--- src/assert_macros.svh ---
// Assertion macros for the game port paddle and switch RTL.
`ifndef ASSERT_MACROS_SVH
`define ASSERT_MACROS_SVH

`ifndef ASSERT_OFF

// Property must hold at every clock edge outside reset.
`define GPPS_ASSERT(name, clk, rst, prop) \
   name: assert property (@(posedge clk) disable iff (rst) (prop)) \
      else $error("%m: check failed");

// Condition must never be seen at a clock edge outside reset.
`define GPPS_ASSERT_NEVER(name, clk, rst, cond) \
   name: assert property (@(posedge clk) disable iff (rst) !(cond)) \
      else $error("%m: forbidden condition seen");

`else

`define GPPS_ASSERT(name, clk, rst, prop)
`define GPPS_ASSERT_NEVER(name, clk, rst, cond)

`endif

`endif

--- src/gpps_pkg.sv ---
// Types, codes and helpers for the game port paddle and switch block.
`default_nettype none

package gpps_pkg;

   localparam int MAX_CHANNELS         = 4;
   localparam int NUM_CHANNELS_DEFAULT = 4;
   localparam int CHAN_W               = 2;
   localparam int LIMIT_W              = 12;

   localparam logic [LIMIT_W-1:0] MID_LIMIT = 12'd1410;

   // request action codes
   localparam logic [2:0] ACT_READ       = 3'd0;
   localparam logic [2:0] ACT_WRITE      = 3'd1;
   localparam logic [2:0] ACT_SET_PADDLE = 3'd2;
   localparam logic [2:0] ACT_SET_BUTTON = 3'd3;
   localparam logic [2:0] ACT_POWER_OFF  = 3'd4;

   typedef struct packed {
      logic [2:0]        action;
      logic [5:0]        address;
      logic [7:0]        float_data;
      logic [31:0]       cycle_now;
      logic [CHAN_W-1:0] channel;
      logic [7:0]        position;
      logic              pressed;
   } item_type;

   typedef struct packed {
      logic [7:0] read_data;
      logic       strobe_res;
      logic [3:0] annunciators;
      logic       annunciator_changed;
   } rsp_type;

   // state updates produced by one request
   typedef struct packed {
      logic [3:0]         ann;
      logic               tmr_we;
      logic [31:0]        tmr_value;
      logic               pad_we;
      logic               btn_we;
      logic [CHAN_W-1:0]  chan;
      logic [LIMIT_W-1:0] limit;
      logic               pressed;
   } upd_type;

   // current state; channels not built read as zero
   typedef struct packed {
      logic [3:0]                            ann;
      logic [MAX_CHANNELS-1:0]               buttons;
      logic [MAX_CHANNELS-1:0][LIMIT_W-1:0]  limits;
      logic [31:0]                           timer_start;
   } state_type;

   // position*11 + 8, done as shifts and adds
   function automatic logic [LIMIT_W-1:0] paddle_limit(input logic [7:0] pos);
      logic [LIMIT_W-1:0] p;
      p = LIMIT_W'(pos);
      return (p << 3) + (p << 1) + p + LIMIT_W'(8);
   endfunction

endpackage

`default_nettype wire

--- src/gpps_decode.sv ---
// Address and action decode: builds the response and the state update.
`default_nettype none

module gpps_decode (
   input  gpps_pkg::item_type  item,
   input  gpps_pkg::state_type st,
   output gpps_pkg::rsp_type   rsp,
   output gpps_pkg::upd_type   upd
);
   import gpps_pkg::*;

   logic [31:0]        elapsed;
   logic [LIMIT_W-1:0] lim;
   logic               pending;
   logic               is_read;
   logic               top_bit;
   logic [3:0]         ann_next;

   assign elapsed = item.cycle_now - st.timer_start;
   assign lim     = st.limits[item.address[1:0]];
   // unbuilt channels have limit zero, so never pending
   assign pending = (elapsed[31:LIMIT_W] == '0) && (elapsed[LIMIT_W-1:0] < lim);
   assign is_read = (item.action == ACT_READ);
   assign top_bit = item.address[2] ? pending : st.buttons[item.address[1:0]];

   always_comb begin
      rsp      = '0;
      ann_next = st.ann;
      upd           = '0;
      upd.tmr_value = item.cycle_now;
      upd.chan      = item.channel;
      upd.limit     = paddle_limit(item.position);
      upd.pressed   = item.pressed;
      unique case (item.action) inside
         ACT_READ, ACT_WRITE: begin
            if (is_read) rsp.read_data = item.float_data;
            if (item.address[5:4] == 2'b00) begin
               rsp.strobe_res = 1'b1;
            end else if (item.address[5:3] == 3'b011) begin
               ann_next[item.address[2:1]] = item.address[0];
            end else if (item.address[5:4] == 2'b11) begin
               upd.tmr_we = 1'b1;
            end else if (item.address[5] && is_read) begin
               rsp.read_data = {top_bit, item.float_data[6:0]};
            end
         end
         ACT_SET_PADDLE: upd.pad_we = 1'b1;
         ACT_SET_BUTTON: upd.btn_we = 1'b1;
         ACT_POWER_OFF:  ann_next = '0;
         default: ;
      endcase
      upd.ann                 = ann_next;
      rsp.annunciators        = ann_next;
      rsp.annunciator_changed = (ann_next != st.ann);
   end

endmodule

`default_nettype wire

--- src/gpps_state.sv ---
// Annunciator, button, paddle limit and timer start registers.
`default_nettype none

module gpps_state #(
   parameter int NUM_CHANNELS = gpps_pkg::NUM_CHANNELS_DEFAULT
) (
   input  logic                clock,
   input  logic                reset,
   input  logic                commit,
   input  gpps_pkg::upd_type   upd,
   output gpps_pkg::state_type st
);
   import gpps_pkg::*;

   logic [3:0]  ann_ff;
   logic [31:0] timer_start_ff;

   always_ff @(posedge clock) begin
      if (reset) begin
         ann_ff         <= '0;
         timer_start_ff <= '0;
      end else if (commit) begin
         ann_ff <= upd.ann;
         if (upd.tmr_we) timer_start_ff <= upd.tmr_value;
      end
   end

   assign st.ann         = ann_ff;
   assign st.timer_start = timer_start_ff;

   for (genvar i = 0; i < MAX_CHANNELS; i++) begin : g_chan
      if (i < NUM_CHANNELS) begin : g_on
         logic               button_ff;
         logic [LIMIT_W-1:0] limit_ff;

         always_ff @(posedge clock) begin
            if (reset) begin
               button_ff <= 1'b0;
               limit_ff  <= MID_LIMIT;
            end else if (commit && upd.chan == CHAN_W'(i)) begin
               if (upd.btn_we) button_ff <= upd.pressed;
               if (upd.pad_we) limit_ff  <= upd.limit;
            end
         end

         assign st.buttons[i] = button_ff;
         assign st.limits[i]  = limit_ff;
      end else begin : g_off
         assign st.buttons[i] = 1'b0;
         assign st.limits[i]  = '0;
      end
   end

endmodule

`default_nettype wire

--- src/game_port_paddle_switches.sv ---
// Game port soft switches, buttons and paddle timers: top level.
//
//   channel | handshake          | payload
//   --------+--------------------+-------------------------------------------
//   req     | req_valid/ready    | action, address, float_data, cycle_now,
//           |                    | channel, position, pressed
//   rsp     | rsp_valid/ready    | read_data, strobe_res, annunciators,
//           |                    | annunciator_changed
//
// One request per cycle while responses are taken; a request passes through the
// input register, decode and the response register before its response is valid.
// State is updated when a request moves from the input to the response register.
// A stalled response holds the pipe; the input register still takes a request
// while it is empty or moving on to the response register.
// Synchronous active-high reset: annunciators off, buttons up, limits 1410.
`default_nettype none

module game_port_paddle_switches #(
   parameter int NUM_CHANNELS = gpps_pkg::NUM_CHANNELS_DEFAULT
) (
   input  logic                        clock,
   input  logic                        reset,
   input  logic                        req_valid,
   output logic                        req_ready,
   input  logic [2:0]                  req_action,
   input  logic [5:0]                  req_address,
   input  logic [7:0]                  req_float_data,
   input  logic [31:0]                 req_cycle_now,
   input  logic [gpps_pkg::CHAN_W-1:0] req_channel,
   input  logic [7:0]                  req_position,
   input  logic                        req_pressed,
   output logic                        rsp_valid,
   input  logic                        rsp_ready,
   output logic [7:0]                  rsp_read_data,
   output logic                        rsp_strobe_res,
   output logic [3:0]                  rsp_annunciators,
   output logic                        rsp_annunciator_changed
);
   import gpps_pkg::*;

   logic      in_valid_ff, in_valid_in;
   item_type  item_ff;
   logic      out_valid_ff, out_valid_in;
   rsp_type   rsp_ff;
   rsp_type   rsp_comb;
   upd_type   upd;
   state_type st;
   logic      advance;
   logic      commit;
   logic      req_take;

   assign advance  = !out_valid_ff || rsp_ready;
   assign commit   = in_valid_ff && advance;
   assign req_ready = !in_valid_ff || advance;
   assign req_take = req_valid && req_ready;

   always_comb begin
      in_valid_in = in_valid_ff;
      if (req_take)     in_valid_in = 1'b1;
      else if (advance) in_valid_in = 1'b0;
      out_valid_in = advance ? in_valid_ff : out_valid_ff;
   end

   always_ff @(posedge clock) begin
      if (reset) begin
         in_valid_ff  <= 1'b0;
         out_valid_ff <= 1'b0;
      end else begin
         in_valid_ff  <= in_valid_in;
         out_valid_ff <= out_valid_in;
      end
   end

   always_ff @(posedge clock) begin
      if (req_take) begin
         item_ff.action     <= req_action;
         item_ff.address    <= req_address;
         item_ff.float_data <= req_float_data;
         item_ff.cycle_now  <= req_cycle_now;
         item_ff.channel    <= req_channel;
         item_ff.position   <= req_position;
         item_ff.pressed    <= req_pressed;
      end
      if (commit) rsp_ff <= rsp_comb;
   end

   gpps_decode u_decode (
      .item (item_ff),
      .st   (st),
      .rsp  (rsp_comb),
      .upd  (upd)
   );

   gpps_state #(
      .NUM_CHANNELS (NUM_CHANNELS)
   ) u_state (
      .clock  (clock),
      .reset  (reset),
      .commit (commit),
      .upd    (upd),
      .st     (st)
   );

   assign rsp_valid               = out_valid_ff;
   assign rsp_read_data           = rsp_ff.read_data;
   assign rsp_strobe_res          = rsp_ff.strobe_res;
   assign rsp_annunciators        = rsp_ff.annunciators;
   assign rsp_annunciator_changed = rsp_ff.annunciator_changed;

`include "assert_macros.svh"

   `GPPS_ASSERT(a_ann_matches_state, clock, reset, commit |=> rsp_annunciators == st.ann)
   `GPPS_ASSERT(a_power_off_clears, clock, reset, (commit && item_ff.action == ACT_POWER_OFF) |=> st.ann == '0)
   `GPPS_ASSERT_NEVER(a_no_overwrite, clock, reset, req_take && in_valid_ff && !advance)

endmodule

`default_nettype wire
--- config.mk ---
export PLATFORM = sky130hd
export DESIGN_NAME = game_port_paddle_switches
export DESIGN_NICKNAME = d
export VERILOG_FILES = /design/src/gpps_pkg.sv /design/src/gpps_decode.sv /design/src/gpps_state.sv /design/src/game_port_paddle_switches.sv
export VERILOG_INCLUDE_DIRS = /design/src /design/src/src
export SDC_FILE = /design/constraint.sdc
export NUM_CORES = 1
export LEC_CHECK = 0
export ABC_AREA = 0
export ABC_CLOCK_PERIOD_IN_PS = 6570
export BUFFER_PORTS_ARGS = -buffer_cell sky130_fd_sc_hd__buf_2
export CAP_MARGIN = 20
export CORE_MARGIN = 4
export CORE_UTILIZATION = 40
export DETAILED_ROUTE_END_ITERATION = 12
export SLEW_MARGIN = 5
export SYNTH_ARGS = -nofsm -noshare
export SYNTH_HDL_FRONTEND = slang
export SYNTH_SLANG_ARGS = --single-unit
--- constraint.sdc ---
create_clock -name clock -period 6.57 [get_ports clock]
set_input_delay 0.3285 -clock clock [delete_from_list [all_inputs] [get_ports clock]]
set_output_delay 0.3285 -clock clock [all_outputs]
set_load 0.01 [all_outputs]
Word level (Yosys, flattened, before mapping)

Cells that the tools add are included.

Flip-flop bits (word level): 164
Output and inout bits: 16

$add $sub $neg: 4
Order comparisons: 4
Equality and inequality tests: 10
Multiplexer cells: 25
Reduce and logical (&&, ||, !) cells: 28

Operator list:

| operator                                                   | count |
|---|---|
| 2-to-1 mux 8 bit                                           | 5 |
| subtractor 32 bit                                          | 1 |
| binary-select mux 12 bit (select 2 bit)                    | 1 |
| zero test 20 bit                                           | 1 |
| AND reduction 2 bit                                        | 9 |
| adder 11 x 9 -> 12 bit                                     | 1 |
| adder 12 x 4 -> 12 bit, second input constant              | 1 |
| adder 12 x 8 -> 12 bit                                     | 1 |
| less-than comparator 12 bit                                | 1 |
| 2-to-1 mux 1 bit                                           | 12 |
| 2-to-1 mux 12 bit                                          | 1 |
| == test 3 x 2 -> 1 bit, second input constant              | 3 |
| logical AND 1 bit                                          | 9 |
| 2-to-1 mux 4 bit                                           | 2 |
| case mux 4 bit (2 select lines)                            | 1 |
| == test 2 bit, second input constant                       | 3 |
| less-than comparator 2 x 3 -> 1 bit, second input constant | 2 |
| bitwise mux 4 bit                                          | 1 |
| zero test 2 bit                                            | 2 |
| != test 4 bit                                              | 1 |
| == test 3 x 1 -> 1 bit, second input constant              | 1 |
| == test 3 bit, second input constant                       | 1 |
| zero test 3 bit                                            | 1 |
| binary-select mux 1 bit (select 2 bit)                     | 1 |
| other kinds (7)                                            | 9 |

Depth between registers and ports, before layout

Gate-level depths: netlist of run 1.

Depth in word-level cells: 9
Mapped depth: 20
Gate-level depth less buffers: 20

Modules after synthesis

From an unflattened synthesis of run 1, not the netlist that was laid out.

Cells, all modules: 956
Area total of the unflattened synthesis: 9735.6 um^2

Modules (own cells, without submodules):

| module                    | instances | cells each | area each (um^2) | seq. area each (um^2) |
|---|---|---|---|---|
| gpps_decode               | 1         | 521        | 3824.9           | 0.0 |
| gpps_state                | 1         | 351        | 3584.7           | 1761.7 |
| game_port_paddle_switches | 1         | 84         | 2326.0           | 2262.2 |

Worst setup path after synthesis of run 1

OpenSTA, ideal clock, no wires.

Kind: register -> register
Start: reg item_ff[11] (netlist name)
End: reg rsp_ff (netlist bit rsp_read_data[7]), data pin
Data arrival time: 3.689 ns
Slack: 2.750 ns
Stages on the path, launching flop included: 20
Buffers on the path: 0
Period minus slack after synthesis: 3.820 ns
Cell sequence: edfxtp_1 -> inv_1 -> ha_1 -> fa_1 -> and2b_1 -> o2111ai_2 -> a21oi_1 -> nor2_1 -> o21ai_0 -> xor2_1 -> ha_1 -> a21oi_1 -> nand2_1 -> a222oi_1 -> o2111ai_1 -> nor4_1 -> nor4b_2 -> nand4_1 -> a2111oi_2 -> a31o_1

Cells in the longest elaborated chain, start to end: 8
Elaborated cells between the ends (all ways): 9
Those cells by class: 1 x add/sub; 1 x order compare; 5 x mux; 2 x reduce/logical

RTL lines:

| item                                                            | line                            | text |
|---|---|---|
| start, declared                                                 | game_port_paddle_switches.sv:42 | `item_type item_ff;` |
| subtractor 32 bit (*)                                           | gpps_decode.sv:19               | `assign elapsed = item.cycle_now - st.timer_start;` |
| less-than comparator 12 bit or zero test 20 bit (tied branches) | gpps_decode.sv:22               | `assign pending = (elapsed[31:LIMIT_W] == '0) && (elapsed[LIMIT_W-1:0] < lim);` |
| logical AND 1 bit (*)                                           | gpps_decode.sv:22               |  |
| 2-to-1 mux 1 bit (*)                                            | gpps_decode.sv:24               | `assign top_bit = item.address[2] ? pending : st.buttons[item.address[1:0]];` |
| 2-to-1 mux 8 bit (*)                                            | gpps_decode.sv:43               | `end else if (item.address[5] && is_read) begin` |
| 2-to-1 mux 8 bit (*)                                            | gpps_decode.sv:41               | `end else if (item.address[5:4] == 2'b11) begin` |
| 2-to-1 mux 8 bit (*)                                            | gpps_decode.sv:39               | `end else if (item.address[5:3] == 3'b011) begin` |
| 2-to-1 mux 8 bit (*)                                            | gpps_decode.sv:37               | `if (item.address[5:4] == 2'b00) begin` |
| end signal, assigned                                            | game_port_paddle_switches.sv:84 | `if (commit) rsp_ff <= rsp_comb;` |
| end, declared                                                   | game_port_paddle_switches.sv:44 | `rsp_type rsp_ff;` |

Mark *: on every way between the ends. The rest lies on a longest branch, timed or not.
A chain may end at the register's enable or synchronous reset.

Worst setup path after layout of run 1

Start: reg item_ff[15] (netlist name)
End: reg rsp_ff (netlist bit rsp_read_data[7]), data pin

The elaborated chain is that of the path after synthesis.

==> run_results.csv, run 1 <==
group,metric,value,unit
worst_setup_path,cp_max_fo,4,
floorplan,dieArea,0.0246,mm²
worst_setup_path,slowest_stage,"edfxtp_1",
worst_setup_path,crit_family,"compound AO/OA/AOI/OAI gates",
floorplan,core_area,0.0218,mm²
worst_setup_path,slowest_delay,0.40,ns
floorplan,initial_core_util,40.6,%
worst_setup_path,reg2regPathDepth,19,
global_routing,antenna_found_initial,0,
worst_setup_path,required,6.86,ns
worst_setup_path,cp.arrival,4.64,ns
final_layout,syn2layout_area_growth,13.1,%
worst_setup_path,crit_path_end_kind,"flip-flop",
timing,skew,0.00703,ns
yosys,synth-async-reset-ratio,0,%
final_layout,layout_commonest_cell,"nand2_1",
final_layout,mostFrequentLayoutCells,"nand2_1, a21oi_1, dfxtp_1",
worst_setup_path,startpoint_type,"flip-flop",
yosys,synth_mux_area_share,4.33,%
timing,rsz0062_at_grt,"no",
drt,post_drt_wl_per_cell,15.0,µm
yosys,synth_compound_area_share,15.4,%
worst_setup_path,rr_startpoint,"item_ff[15]$_DFFE_PP_",
global_routing,grt_overflow,0,
clock_tree,clk_latency,0.42,ns
timing,setup_viol,0,
clock_tree,cts_root_buf,"clkbuf_16",
floorplan,ioPinCount,80,
floorplan,die_width,157,µm
run_status,status,"finished, final reports clean",
worst_setup_path,r2r-end,"rsp_read_data[7]$_SDFFCE_PP0P_",
yosys,synth_cell_types,72,
yosys,syn_area,0.00887,mm²
worst_setup_path,crit_cells,19,
yosys,syn-mean-instance-area,9.48,µm²
clock_tree,hold_buffers,0,
final_layout,drive_above_1_share,15.4,%
placement,port_buffers,79,
worst_setup_path,path_class,"reg2reg",
clock_tree,post_cts_resized,0,
timing,worstMarginPinSlew,1.01,ns
global_routing,grt_pass1_vias,6549,
timing,min_period,4.35,ns
final_layout,antenna-diode-count,0,
power_and_ir_drop,ir_drop,0.000148,V
yosys,yosys.area_share.simple,17.4,%
final_layout,nFillCells,2094,
drt,first_iter_violations,371,
worst_setup_path,path_buf_inv,0,
yosys,yosysWarnings,0,
drt,vias_per_cell,5.20,
yosys,synthAdderAreaFrac,10.2,%
yosys,netlist_instances,936,
global_routing,grt_max_degree,91,
clock_tree,cts_num_sinks,164,
yosys,synth-edff-count,74,
drt,vias,6729,
worst_setup_path,r2r_slack,2.22,ns
worst_hold_path,holdCritPathClass,"in2reg",
drt,routed_wl,19.4,mm
timing,fin_tns_setup,0,ns
drt,drc,0,
drt,dr.pass1.iters,5,
yosys,synth_top_flop_cell,"dfxtp_1",
clock_tree,post_cts.repair.setup_buffers,0,
clock_tree,clkTransAtPathRegs,0.07,ns
power_and_ir_drop,powerDensity,239,mW/mm²
timing,timing.hold.ws,0.0749,ns
timing,slew-limit-headroom,32.8,%
final_layout,final_net_count,1133,
drt,ant_nets,0,
timing,slew_violations,0,
timing,fin_crit_sh,66.2,%
yosys,synth_top_family_by_area,"simple AND/OR/NAND/NOR gates",
yosys,ys_ff_latch,164,
placement,routabilityCongestion,0.895,
clock_tree,h-tree-depth,4,
timing,max_freq,230,MHz
clock_tree,tritoncts,"done",
worst_setup_path,worstPathCellList,"ha_1 > o211ai_1 > a21oi_1 > nor2_1 > o21a_1 > nor2b_1 > a31oi_1 > xnor2_1 > ha_1 > nand2b_1 > a311oi_1 > o21ai_0 > nor4_1 > o2111ai_1 > nor4_1 > nor4b_2 > nand4_1 > a2111oi_2 > a31o_1",
yosys,syn-num-nets,1068,
yosys,synth_xor_area_share,2.37,%
run,max-cap-violations,0,
yosys,ys_seq_area_share,45.4,%
floorplan,die_h,157,µm
worst_setup_path,crit_path_end,"rsp_read_data[7]$_SDFFCE_PP0P_",
global_routing,grt_pass1_wl,32.5,mm
clock_tree,clk_path_buf_depth,2,
placement,dp_hpwl,13.7,mm
floorplan,rows,54,
power_and_ir_drop,p_leak,3.74,nW
clock_tree,cts_buffers,17,
worst_setup_path,cp-startpoint,"item_ff[15]$_DFFE_PP_",
global_routing,grtUsageTotal,16.3,%
timing,hold_viol_final,0,
[worst min-delay path by stage]
stage	start	to	slack, ns	depth (start not counted)
6_report	req_position[1]	item_ff[2]$_DFFE_PP_	0.07	1
5_1_grt	req_float_data[6]	item_ff[49]$_DFFE_PP_	0.04	1
4_1_cts	req_float_data[2]	item_ff[45]$_DFFE_PP_	0.05	1
3_5_place_dp	u_state.g_chan[3].g_on.limit_ff[9]$_SDFFE_PP0P_	u_state.g_chan[3].g_on.limit_ff[9]$_SDFFE_PP0P_	0.45	2
3_3_place_gp	u_state.g_chan[1].g_on.limit_ff[8]$_SDFFE_PP1P_	u_state.g_chan[1].g_on.limit_ff[8]$_SDFFE_PP1P_	0.44	1
2_1_floorplan	req_pressed	item_ff[0]$_DFFE_PP_	0.43	0
[Yosys cell counts (all sizes together) (2+ instances only)]
cell type  count  area [µm²]
clkbuf        26        97.6
ha            61         763
buf           14        95.1
nand4         12        75.1
nor3          14        70.1
o21a           6        45.0
a21boi         2        15.0
nor3b          2        15.0
nand2b        13        81.3
xnor2         13         114
o21ai         28         144
a222oi         2        20.0
a211o         12         105
or3            2        12.5
dfxtp         90        1800
xor2          11        96.3
o41ai          2        25.0
a211oi        10        75.1
nor2b          6        37.5
o31ai          4        43.8
o2111ai        4        41.3
nand2        174         653
and2          12        76.3
a32o           2        21.3
o21bai         5        37.5
a21oi        108         552
fa             7         140
o211ai         6        50.1
a311oi         3        26.3
nand3         11        55.1
nand3b         6        45.0
inv           65         244
nor2          70         279
a31oi          2        12.5
mux2i          8        80.1
or2            4        27.5
edfxtp        74        2220
nor4b          2        30.0
and2b          2        16.3
nand4b         2        17.5
mux4          12         270
a21o           9        67.6
mux2           3        33.8
nor4           3        18.8
[area by class of cell]
| cell class | instances | area (µm²) | area share, % |
|---|---|---|---|
| Tap cell | 280 | 350 | 3.49 |
| Clock inverter | 15 | 124 | 1.24 |
| Sequential cell | 164 | 4020 | 40.1 |
| Multi-Input combinational cell | 667 | 4410 | 44.0 |
| Inverter | 65 | 244 | 2.43 |
| Timing Repair Buffer | 86 | 448 | 4.47 |
| Clock buffer | 17 | 425 | 4.24 |
[power breakdown]
| group | total (W) | switching (W) | leakage [nW] | internal [W] |
|---|---|---|---|---|
| Combinational | 0.000340 | 0.000206 | 2.03 | 0.000134 |
| Sequential | 0.00112 | 0.0000225 | 1.44 | 0.00110 |
| Clock | 0.000931 | 0.000437 | 0.269 | 0.000494 |
| Total | 0.00239 | 0.000665 | 3.74 | 0.00173 |
[sequential cells by signal, indices dropped and copies added (netlist names)]
name,count
rsp_annunciators,4
rsp_valid,1
u_state.ann_ff,4
u_state.g_chan.g_on.button_ff,4
in_valid_ff,1
u_state.g_chan.g_on.limit_ff,48
rsp_strobe_res,1
u_state.timer_start_ff,32
rsp_annunciator_changed,1
item_ff,60
rsp_read_data,8
[worst reg2reg max path, delay by kind of cell, from the launching register on]
| kind | cells | cell delay, ns |
|---|---|---|
| simple gates | 7 | 1.32 |
| compound gates | 9 | 1.76 |
| xor+xnor | 1 | 0.16 |
| fa+ha+maj | 2 | 0.58 |
| flops | 1 | 0.40 |
[per-layer routing]
metal | global-route usage (%) | wire length (µm) | up-vias
li1 | - | - | 3425
met1 | 23.0 | 9440 | 3162
met2 | 25.8 | 9000 | 133
met3 | 4.01 | 770 | 9
met4 | 3.47 | 138 | 0
met5 | 0 | 0 | -
[logic make-up after synthesis]
kind of cell | after synthesis
AO/OA/AOI/OAI | 214
XOR/XNOR | 24
flip-flops | 164
adder cells (fa/ha/maj) | 68
multiplexers | 23
buffers and inverters | 105
AND/OR/NAND/NOR | 338
[through the flow]
| step | instance area, µm² | util [%] | cells | power, W | worst slack [ns] |
|---|---|---|---|---|---|
| 2_1_floorplan | 8870 | - | 936 | 0.00139 | 2.75 |
| 3_3_place_gp | 9480 | 43.4 | 1262 | 0.00148 | 2.46 |
| 3_5_place_dp | 9480 | 43.4 | 1262 | 0.00148 | 2.27 |
| 4_1_cts | 10000 | 46.0 | 1294 | 0.00242 | 2.20 |
| 5_1_grt | 10000 | 46.0 | 1294 | 0.00252 | 1.86 |
| 6_report | 10000 | 46.0 | 1294 | 0.00239 | 2.22 |
Power figures use the tool's default switching activity.
==> run 2: changes to the inputs <==
--- a/config.mk
+++ b/config.mk
@@ -7,7 +7,7 @@
 export NUM_CORES = 1
 export LEC_CHECK = 0
 export ABC_AREA = 0
-export ABC_CLOCK_PERIOD_IN_PS = 6570
+export ABC_CLOCK_PERIOD_IN_PS = 4500
 export BUFFER_PORTS_ARGS = -buffer_cell sky130_fd_sc_hd__buf_2
 export CAP_MARGIN = 20
 export CORE_MARGIN = 4
==> constraint.sdc (replaced) <==
create_clock -name clock -period 4.5 [get_ports clock]
set_input_delay 0.225 -clock clock [delete_from_list [all_inputs] [get_ports clock]]
set_output_delay 0.225 -clock clock [all_outputs]
set_load 0.01 [all_outputs]
==> run_results.csv, run 2 (synthesis gave the netlist of run 1 again) <==
group,metric,value,unit
run_status,status,"finished, final reports clean",
worst_setup_path,required,4.80,ns
clock_tree,cts_root_buf,"clkbuf_16",
clock_tree,h-tree-depth,4,
clock_tree,clkTransAtPathRegs,0.07,ns
final_layout,largest_reg_flops,60,
timing,hold_viol_final,0,
timing,skew,0.0171,ns
final_layout,final_core_util,49.4,%
placement,routabilityCongestion,0.911,
timing,slew-limit-headroom,40.4,%
drt,dr.pass1.iters,5,
global_routing,grt_pass1_vias,6755,
worst_setup_path,cp-startpoint,"item_ff[11]$_DFFE_PP_",
timing,slew_violations,0,
power_and_ir_drop,total_power,0.00363,W
drt,ant_nets,0,
power_and_ir_drop,seq_power_share,45.3,%
power_and_ir_drop,p_int,0.00259,W
timing,timing.hold.ws,0.108,ns
global_routing,grt_pass1_wl,33.2,mm
placement,dpl.cell_count,1263,
worst_setup_path,rr_startpoint,"item_ff[11]$_DFFE_PP_",
power_and_ir_drop,ir_drop,0.000220,V
placement,dp_hpwl,13.7,mm
worst_setup_path,crit_path_end,"rsp_read_data[7]$_SDFFCE_PP0P_",
clock_tree,clk_path_buf_depth,2,
timing,fin_tns_setup,0,ns
drt,post_drt_wl_per_cell,14.7,µm
timing,max_freq,242,MHz
clock_tree,clk_latency,0.44,ns
drt,drc,0,
worst_setup_path,slowest_delay,0.40,ns
timing,fin_crit_sh,92.0,%
drt,routed_wl,20.0,mm
timing,setup_viol,0,
clock_tree,cts_buffers,17,
worst_setup_path,startpoint_type,"flip-flop",
global_routing,antenna_found_initial,0,
final_layout,antenna-diode-count,0,
power_and_ir_drop,p_sw,0.00104,W
final_layout,syn2layout_area_growth,21.5,%
timing,worstMarginPinSlew,0.891,ns
floorplan,core_area,0.0218,mm²
final_layout,stdcell_count,1360,
global_routing,grt_max_degree,68,
final_layout,biggestRegsByFlops,"item_ff x60, u_state.g_chan.g_on.limit_ff x48, u_state.timer_start_ff x32",
floorplan,die_h,157,µm
worst_setup_path,cp.arrival,4.44,ns
drt,vias_per_cell,5.10,
floorplan,initial_core_util,40.6,%
drt,first_iter_violations,470,
clock_tree,cts_num_sinks,164,
worst_setup_path,worstPathCellList,"inv_1 > ha_1 > fa_1 > and2b_1 > o2111ai_2 > a21oi_2 > nor2_1 > o21ai_1 > xor2_1 > ha_1 > a21oi_1 > nand2_1 > a222oi_1 > o2111ai_1 > nor4_1 > nor4b_2 > nand4_1 > a2111oi_4 > a31o_1",
worst_setup_path,slowest_stage,"fa_1",
final_layout,mostFrequentLayoutCells,"nand2_1, a21oi_1, dfxtp_1",
floorplan,die_width,157,µm
worst_setup_path,r2r_slack,0.36,ns
power_and_ir_drop,pwr-share-clk,39.6,%
worst_setup_path,crit_top_cell,"ha_1",
global_routing,grtUsageTotal,16.7,%
final_layout,drive_above_1_share,15.5,%
floorplan,dieArea,0.0246,mm²
worst_setup_path,cp_max_fo,3,
power_and_ir_drop,powerDensity,336,mW/mm²
floorplan,rows,54,
power_and_ir_drop,switching_share,28.7,%
clock_tree,tritoncts,"done",
drt,vias,6936,
final_layout,top_register,"item_ff",
worst_setup_path,r2r-end,"rsp_read_data[7]$_SDFFCE_PP0P_",
global_routing,grt_overflow,0,
worst_setup_path,reg2regPathDepth,19,
timing,min_period,4.14,ns
worst_setup_path,crit_path_end_kind,"flip-flop",
run,max-cap-violations,0,
final_layout,final_net_count,1199,
floorplan,ioPinCount,80,
worst_setup_path,path_class,"reg2reg",
power_and_ir_drop,p_comb_share,15.1,%
power_and_ir_drop,p_leak,4.03,nW
placement,port_buffers,79,
final_layout,layout_commonest_cell,"nand2_1",
worst_hold_path,holdCritPathClass,"in2reg",
[run 2: cell count changes in the layout (fill, tap and decap cells not counted), sizes merged]
cell / previous run / this run
inv: 72 / 71
clkinvlp: 2 / 3
dlygate4sd3: 0 / 61
buf: 86 / 91
[run 2: final cells by class]
cell class	count	area (µm²)
sequential	164	4020
clock buffer	17	425
tap	280	350
fill	2053	11000
inverter	65	244
clock inverter	15	163
timing repair buffer	152	1110
multi-input combinational	667	4460
[run 2: worst min-delay path by stage]
stage	slack, ns	to	from	cells past startpoint
floorplan	0.32	item_ff[0]$_DFFE_PP_	req_pressed	0
global placement	0.40	item_ff[9]$_DFFE_PP_	req_channel[0]	1
detailed placement	0.40	item_ff[21]$_DFFE_PP_	req_cycle_now[10]	1
CTS	0.09	rsp_valid$_SDFFE_PP0P_	rsp_ready	4
global route	0.15	rsp_valid$_SDFFE_PP0P_	rsp_ready	4
finish	0.11	rsp_valid$_SDFFE_PP0P_	rsp_ready	4
[run 2: layer usage]
layer / part of all wire, % / wire length [µm] / track usage [%] / vias up
li1: - / - / - / 3555
met1: 49 / 9760 / 23.2 / 3216
met2: 46 / 9250 / 26.7 / 145
met3: 3.9 / 772 / 3.05 / 20
met4: 1.3 / 260 / 5.17 / 0
met5: 0 / 0 / 0 / -
[run 2: critical path, delay by kind of cell, from the launching register on]
family	cells	cell delay, ns
XOR/XNOR	1	0.17
AO/OA/AOI/OAI	8	1.55
flip-flops	1	0.34
adder cells (fa/ha/maj)	3	0.88
buffers and inverters	1	0.05
AND/OR/NAND/NOR	6	1.03
[run 2: through the flow]
step / setup WS [ns] / cell area [µm²]
floorplan: 0.680 / 8870
global placement: 0.360 / 9490
detailed placement: 0.219 / 9490
CTS: 0.208 / 10700
global route: -0.0128 / 10800
finish: 0.362 / 10800
[run 2: repair_timing]
action	CTS	global route
endpoints found under the setup margin	0	1
hold buffers	61	0
endpoints found under the hold margin	61	0
buffers inserted	0	3
resized for setup	0	7
[run 2: power groups by stage]
| stage | logic (W) | registers (W) | clock network (W) |
|---|---|---|---|
| floorplan | 0.000364 | 0.00167 | 0 |
| global placement | 0.000493 | 0.00168 | 0 |
| detailed placement | 0.000493 | 0.00168 | 0 |
| CTS | 0.000538 | 0.00164 | 0.00147 |
| global route | 0.000615 | 0.00165 | 0.00154 |
| finish | 0.000547 | 0.00164 | 0.00144 |
